`src/design/bir_pkg.sv`:
```
// ----------------------------------------------------------------------------
// bir_pkg
// Shared constants, types and codes of the bilinear image resampler.
// ----------------------------------------------------------------------------
package bir_pkg;

  localparam int MAX_IN_WIDTH  = 128;
  localparam int MAX_IN_HEIGHT = 128;
  localparam int FRAC_BITS     = 16;

  localparam int PIX_W      = 16;
  localparam int COORD_W    = 12;
  localparam int STEP_W     = 24;
  localparam int STEP_FRAC  = 16;
  localparam int SIZE_W     = 8;
  localparam int CFG_IDX_W  = 3;
  localparam int CFG_DATA_W = 24;

  localparam int POS_W  = STEP_W + COORD_W;
  localparam int PROD_W = STEP_W + COORD_W + 1;
  localparam int ONE_Q16 = 1 << STEP_FRAC;

  localparam int FRAC_ONE = 1 << FRAC_BITS;
  localparam int TOP_W    = PIX_W + FRAC_BITS + 1;
  localparam int ACC_W    = TOP_W + FRAC_BITS + 1;

  localparam int BANK_CB = ($clog2((MAX_IN_WIDTH + 1) / 2) > 0) ?
                           $clog2((MAX_IN_WIDTH + 1) / 2) : 1;
  localparam int BANK_RB = ($clog2((MAX_IN_HEIGHT + 1) / 2) > 0) ?
                           $clog2((MAX_IN_HEIGHT + 1) / 2) : 1;
  localparam int BANK_AW    = BANK_RB + BANK_CB;
  localparam int BANK_DEPTH = 1 << BANK_AW;

  localparam logic [PIX_W-1:0] PIX_BIAS = 16'h8000;
  localparam logic [PIX_W-1:0] PIX_MAX  = 16'hFFFF;

  typedef logic [FRAC_BITS-1:0] frac_t;
  typedef logic [FRAC_BITS:0]   wgt_t;
  typedef logic [POS_W-1:0]     pos_t;
  typedef logic [PROD_W-1:0]    prod_t;
  typedef logic [TOP_W-1:0]     top_t;
  typedef logic [ACC_W-1:0]     acc_t;

  typedef enum logic {
    OP_WRITE   = 1'b0,
    OP_REQUEST = 1'b1
  } op_t;

  typedef enum logic [CFG_IDX_W-1:0] {
    CFG_IN_WIDTH      = 3'd0,
    CFG_IN_HEIGHT     = 3'd1,
    CFG_OUT_WIDTH     = 3'd2,
    CFG_OUT_HEIGHT    = 3'd3,
    CFG_STEP_X        = 3'd4,
    CFG_STEP_Y        = 3'd5,
    CFG_ALIGN_CORNERS = 3'd6,
    CFG_ALIGN_ORIGIN  = 3'd7
  } cfg_idx_t;

  typedef struct packed {
    logic [SIZE_W-1:0] lo;
    logic [SIZE_W-1:0] hi;
    frac_t             frac;
    logic              same;
  } taps_t;

  typedef struct packed {
    logic [PIX_W-1:0] tl;
    logic [PIX_W-1:0] tr;
    logic [PIX_W-1:0] bl;
    logic [PIX_W-1:0] br;
  } quad_t;

endpackage

```
`src/design/bir_axis_map.sv`:
```
// ----------------------------------------------------------------------------
// bir_axis_map
// Three-stage mapping of an output index to two source taps and a weight.
// ----------------------------------------------------------------------------
module bir_axis_map (
  input  logic                          clk,
  input  logic                          en,
  input  logic [bir_pkg::COORD_W-1:0]   idx,
  input  logic [bir_pkg::STEP_W-1:0]    step,
  input  logic                          half,
  input  logic [bir_pkg::SIZE_W-1:0]    size,
  output bir_pkg::taps_t                taps
);

  logic [bir_pkg::COORD_W:0] mul_in;
  bir_pkg::prod_t            prod_nxt;
  bir_pkg::prod_t            prod_r;
  bir_pkg::pos_t             coord_nxt;
  bir_pkg::pos_t             coord_r;
  bir_pkg::pos_t             limit;
  bir_pkg::pos_t             clamped;
  logic [bir_pkg::SIZE_W-1:0] last;
  logic [bir_pkg::SIZE_W-1:0] lo;
  bir_pkg::taps_t            taps_nxt;
  bir_pkg::taps_t            taps_r;

  // stage 1: step times index, or times 2*index+1 for pixel centers
  assign mul_in   = half ? {idx, 1'b1} : {1'b0, idx};
  assign prod_nxt = bir_pkg::prod_t'(step) * bir_pkg::prod_t'(mul_in);

  // stage 2: half-pixel offset, floored at zero
  always_comb begin
    if (!half) begin
      coord_nxt = prod_r[bir_pkg::POS_W-1:0];
    end else if (prod_r <= bir_pkg::prod_t'(bir_pkg::ONE_Q16)) begin
      coord_nxt = '0;
    end else begin
      coord_nxt = bir_pkg::pos_t'((prod_r - bir_pkg::prod_t'(bir_pkg::ONE_Q16)) >> 1);
    end
  end

  // stage 3: clamp to the last pixel and split into taps
  always_comb begin
    last          = size - bir_pkg::SIZE_W'(1);
    limit         = bir_pkg::pos_t'({last, bir_pkg::STEP_FRAC'(0)});
    clamped       = (coord_r > limit) ? limit : coord_r;
    lo            = clamped[bir_pkg::STEP_FRAC +: bir_pkg::SIZE_W];
    taps_nxt.lo   = lo;
    taps_nxt.same = (lo == last);
    taps_nxt.hi   = (lo == last) ? lo : lo + bir_pkg::SIZE_W'(1);
    taps_nxt.frac = clamped[bir_pkg::STEP_FRAC-1 -: bir_pkg::FRAC_BITS];
  end

  always_ff @(posedge clk) begin
    if (en) begin
      prod_r  <= prod_nxt;
      coord_r <= coord_nxt;
      taps_r  <= taps_nxt;
    end
  end

  assign taps = taps_r;

endmodule

```
`config.mk`:
```
export PLATFORM = sky130hd
export DESIGN_NAME = bir_axis_map
export DESIGN_NICKNAME = d
export VERILOG_FILES = /design/src/design/bir_pkg.sv /design/src/design/bir_axis_map.sv
export SDC_FILE = /design/constraint.sdc
export NUM_CORES = 1
export LEC_CHECK = 0
export ABC_AREA = 1
export BUFFER_PORTS_ARGS = -buffer_cell sky130_fd_sc_hd__buf_2
export CAP_MARGIN = 10
export CORE_MARGIN = 2
export CORE_UTILIZATION = 50
export CTS_CLUSTER_DIAMETER = 120
export DETAILED_ROUTE_END_ITERATION = 7
export PLACE_DENSITY_LB_ADDON = 0.3
export SYNTH_ARGS = -nofsm -noshare
export SYNTH_HDL_FRONTEND = slang
export SYNTH_SLANG_ARGS = --single-unit
export TNS_END_PERCENT = 100
```
`constraint.sdc`:
```
create_clock -name clk -period 5.9 [get_ports clk]
set_input_delay 0 -clock clk [delete_from_list [all_inputs] [get_ports clk]]
set_output_delay 0 -clock clk [all_outputs]
set_load 0.03 [all_outputs]
```
==> summary.md <==
| Metric | Value |
|---|---|
| Post-synth top area share | 0.319 |
| Drt wl/cell | about 17 um |
| IO Count | 80 |
| Post-Synthesis Cells | ~1.8k |
| Max Root-Sink Buffers | 2 |
| Post CTS Setup Buffer Count | 0 |
| Final min period | ~5.5 ns |
| Clock-pin transition on the worst setup and hold timing paths | about 0.070 ns |
| Post-Route WL | roughly 38 mm |
| Seq. cell area | around 3200 um^2 |
| WP buf/inv | 7 |
| Max FO, Critical Path | 16 |
| Layout area overhead | 7.92% |
| Crit-path max cell delay | ~0.55 ns |
| Seq/Total Area, Yosys | 0.210 |
| CP Class | in -> reg |
| Mean Syn Cell Area | ~8.4 um^2 |
| Initial antenna violation count | 2 |
| Commonest cells in the netlist | inv_1 (438), nand2_1 (367), fa_1 (242) |
| Number of remaining DRC errors | 0 |
| Core area | 29,800 um^2 |
| CP cell instances | buf_2 > inv_1 > buf_4 > nand2_1 > nand2_1 > clkinv_1 > nand2_1 > fa_1 > fa_1 > inv_1 > fa_1 > fa_1 > inv_1 > fa_1 > inv_1 > ha_1 > nand2_1 > nor2_1 > nand4_1 > o21ai_0 > nand3_1 > nand2_1 > a21oi_1 > xor2_1 |
| Hold-fix buffers, CTS | 0 |
| Vias/cell | ~5.2 |
| Worst Setup Start Kind | primary input |
| Synth top area cells | fa_1 (32%), edfxtp_1 (21%), inv_1 (11%) |
| First-pass GRT wire length | roughly 63 mm |
| Maximum capacitance violations | 0 |
| Synth Register Bits | between 100 and 150 |
| Synthesis Warnings | 0 |
| Worst R2R Path Depth | 16 |
| Worst EP required | ~6.0 ns |
| First-pass iteration count of the detailed router | 5 |
| Final setup violation count | 0 |
| Worst rel slew slack | 0.469 |
| Cells after DPL | about 2.3k |
| Synthesized area | about 15,000 um^2 |
| Count leader, synth | inv_1 |
| Cell Count, Final, Fillers Out | 2,275 |
| H-tree depth | 3 |
| Nature of the critical path endpoint | register |
| Post-synth EDFFs | around 110 |
| Hold Path Depth | 1 |
| Die W | ~180 um |
| GR Util All Layers | 0.255 |
| Vias in the first global route | ~13k |
| Port bufs | between 70 and 80 |
| Max stage delay cell, worst path | fa_1 |
| Slew Limit Fails | 0 |
| Syn Nets | 2,190 |
| Final Skew | between 0.01 and 0.015 ns |
| Asr flop ratio synth | 0 |
| TritonCTS Buffers | 9 |
| Data arrival, critical path | between 5 and 6 ns |
| DRT antenna net count | 0 |
| Crit path depth | 24 |
| Share of cells above drive strength 1 | 0.0823 |
| Unrepaired setup endpoints after global routing | false |
| DP Wirelength | between 30 and 40 mm |
| Die H | around 180 um |
| Core Rows | 63 |
| Root Buffer Master | clkbuf_16 |
| Ys flop type | edfxtp_1 |
| Fin crit share | 0.933 |
| Initial detailed-routing violation count | 730 |
| GP Congestion | between 0.9 and 1 |
| Worst Tran Pin Value | approximately 0.8 ns |
| FMAX | between 150 and 200 MHz |
| Initial Util | 0.509 |
| Distinct cells, synth | 45 |
| Die ar. | ~32,000 um^2 |
| Status | complete, no violations |
| Area leader, netlist | fa_1 |
| Cts repair resizes | 0 |
| Filler Cell Count | about 2.8k |
| Worst hold-check path type | in -> reg |
| CTS sink cnt | roughly 110 |
| # nets final | ~2.3k |
| Worst path top cell family by delay | adder cells |
| Fin. Hold Viols | 0 |
| Multi-input gate area | approximately 10,000 um^2 |
| Clock latency at the later pin of the worst-skew pair | 0.36 ns |
| Via count | ~12k |
| CTS tree | done |
| Largest net degree at the start of global routing | 67 |
| GRT overflow | 0 |
| Setup tns final | 0 ns |
## flip-flops by register name (all words and copies together), names as in the netlist
register / flops
coord_r: 36
taps: 33
prod_r: 37
## per-stage QoR
| stage | instance area [um^2] | hold slack (ns) | utilization | setup slack, ns |
|---|---|---|---|---|
| global route | 16400 | 0.166 | 0.550 | 0.106 |
| CTS | 16300 | 0.160 | 0.548 | 0.509 |
| floorplan | 15200 | 0.112 | - | 0.464 |
| detailed placement | 16000 | 0.478 | 0.539 | 0.145 |
| finish | 16400 | 0.144 | 0.550 | 0.395 |
| global placement | 16000 | 0.474 | 0.539 | 0.211 |
## per-layer routing
metal | track usage | routed length (um)
met2 | 0.446 | 18300
met5 | 0 | 0
met1 | 0.311 | 14900
met3 | 0.0373 | 2510
met4 | 0.122 | 1820
## worst paths after layout
| check | slack, ns | endpoint | start |
|---|---|---|---|
| worst min register to register | 0.58 | taps[14] | coord_r[13] |
| worst min-delay path | 0.14 | taps[24] | en |
| worst max-delay path | 0.40 | prod_r[34] | half |
| worst max register to register | 2.97 | taps[21] | coord_r[19] |
## layout by cell type, fill, tap and decap left out, types with 2 or more instances in the layout
master and n:
nand3_1 49, nor3_1 8, fa_1 242, diode_2 2, nor2_2 7, nor4_1 6, buf_2 78, o21a_1 2
clkinv_1 10, a21oi_1 45, o21ai_1 4, o21bai_1 2, ha_1 94, buf_4 26, nand4_1 12, xnor2_1 12
inv_1 438, nor2_1 217, inv_6 5, edfxtp_1 106, a31oi_1 2, nand3b_1 4, nor2_4 2, xor2_1 42
inv_2 3, nand2_4 6, nand3_2 4, nand2_1 367, o22ai_1 31, o21ai_0 25, clkbuf_16 9, a21boi_0 2
nand2_2 5, a21o_1 4
## area by class of cell
cell class	instances	area share
Clock inverter	7	0.00413
Antenna cell	2	0.000306
Inverter	451	0.103
Sequential cell	106	0.194
Tap cell	390	0.0298
Clock buffer	9	0.0138
Multi-Input combinational cell	1205	0.617
Timing Repair Buffer	105	0.0374
## kinds of logic (layout without fill, tap and decap cells)
logic type | after synthesis | in the layout | synth area share
AO/OA/AOI/OAI | 122 | 122 | 0.0470
XOR/XNOR | 54 | 54 | 0.0312
adder cells (fa/ha/maj) | 336 | 336 | 0.397
buffers and inverters | 496 | 572 | 0.125
flip-flops | 106 | 106 | 0.210
other | 0 | 2 | 0
AND/OR/NAND/NOR | 693 | 693 | 0.191
Power is not shown: default switching activity piles up to over one toggle a cycle in this logic, so the estimate is an artifact.
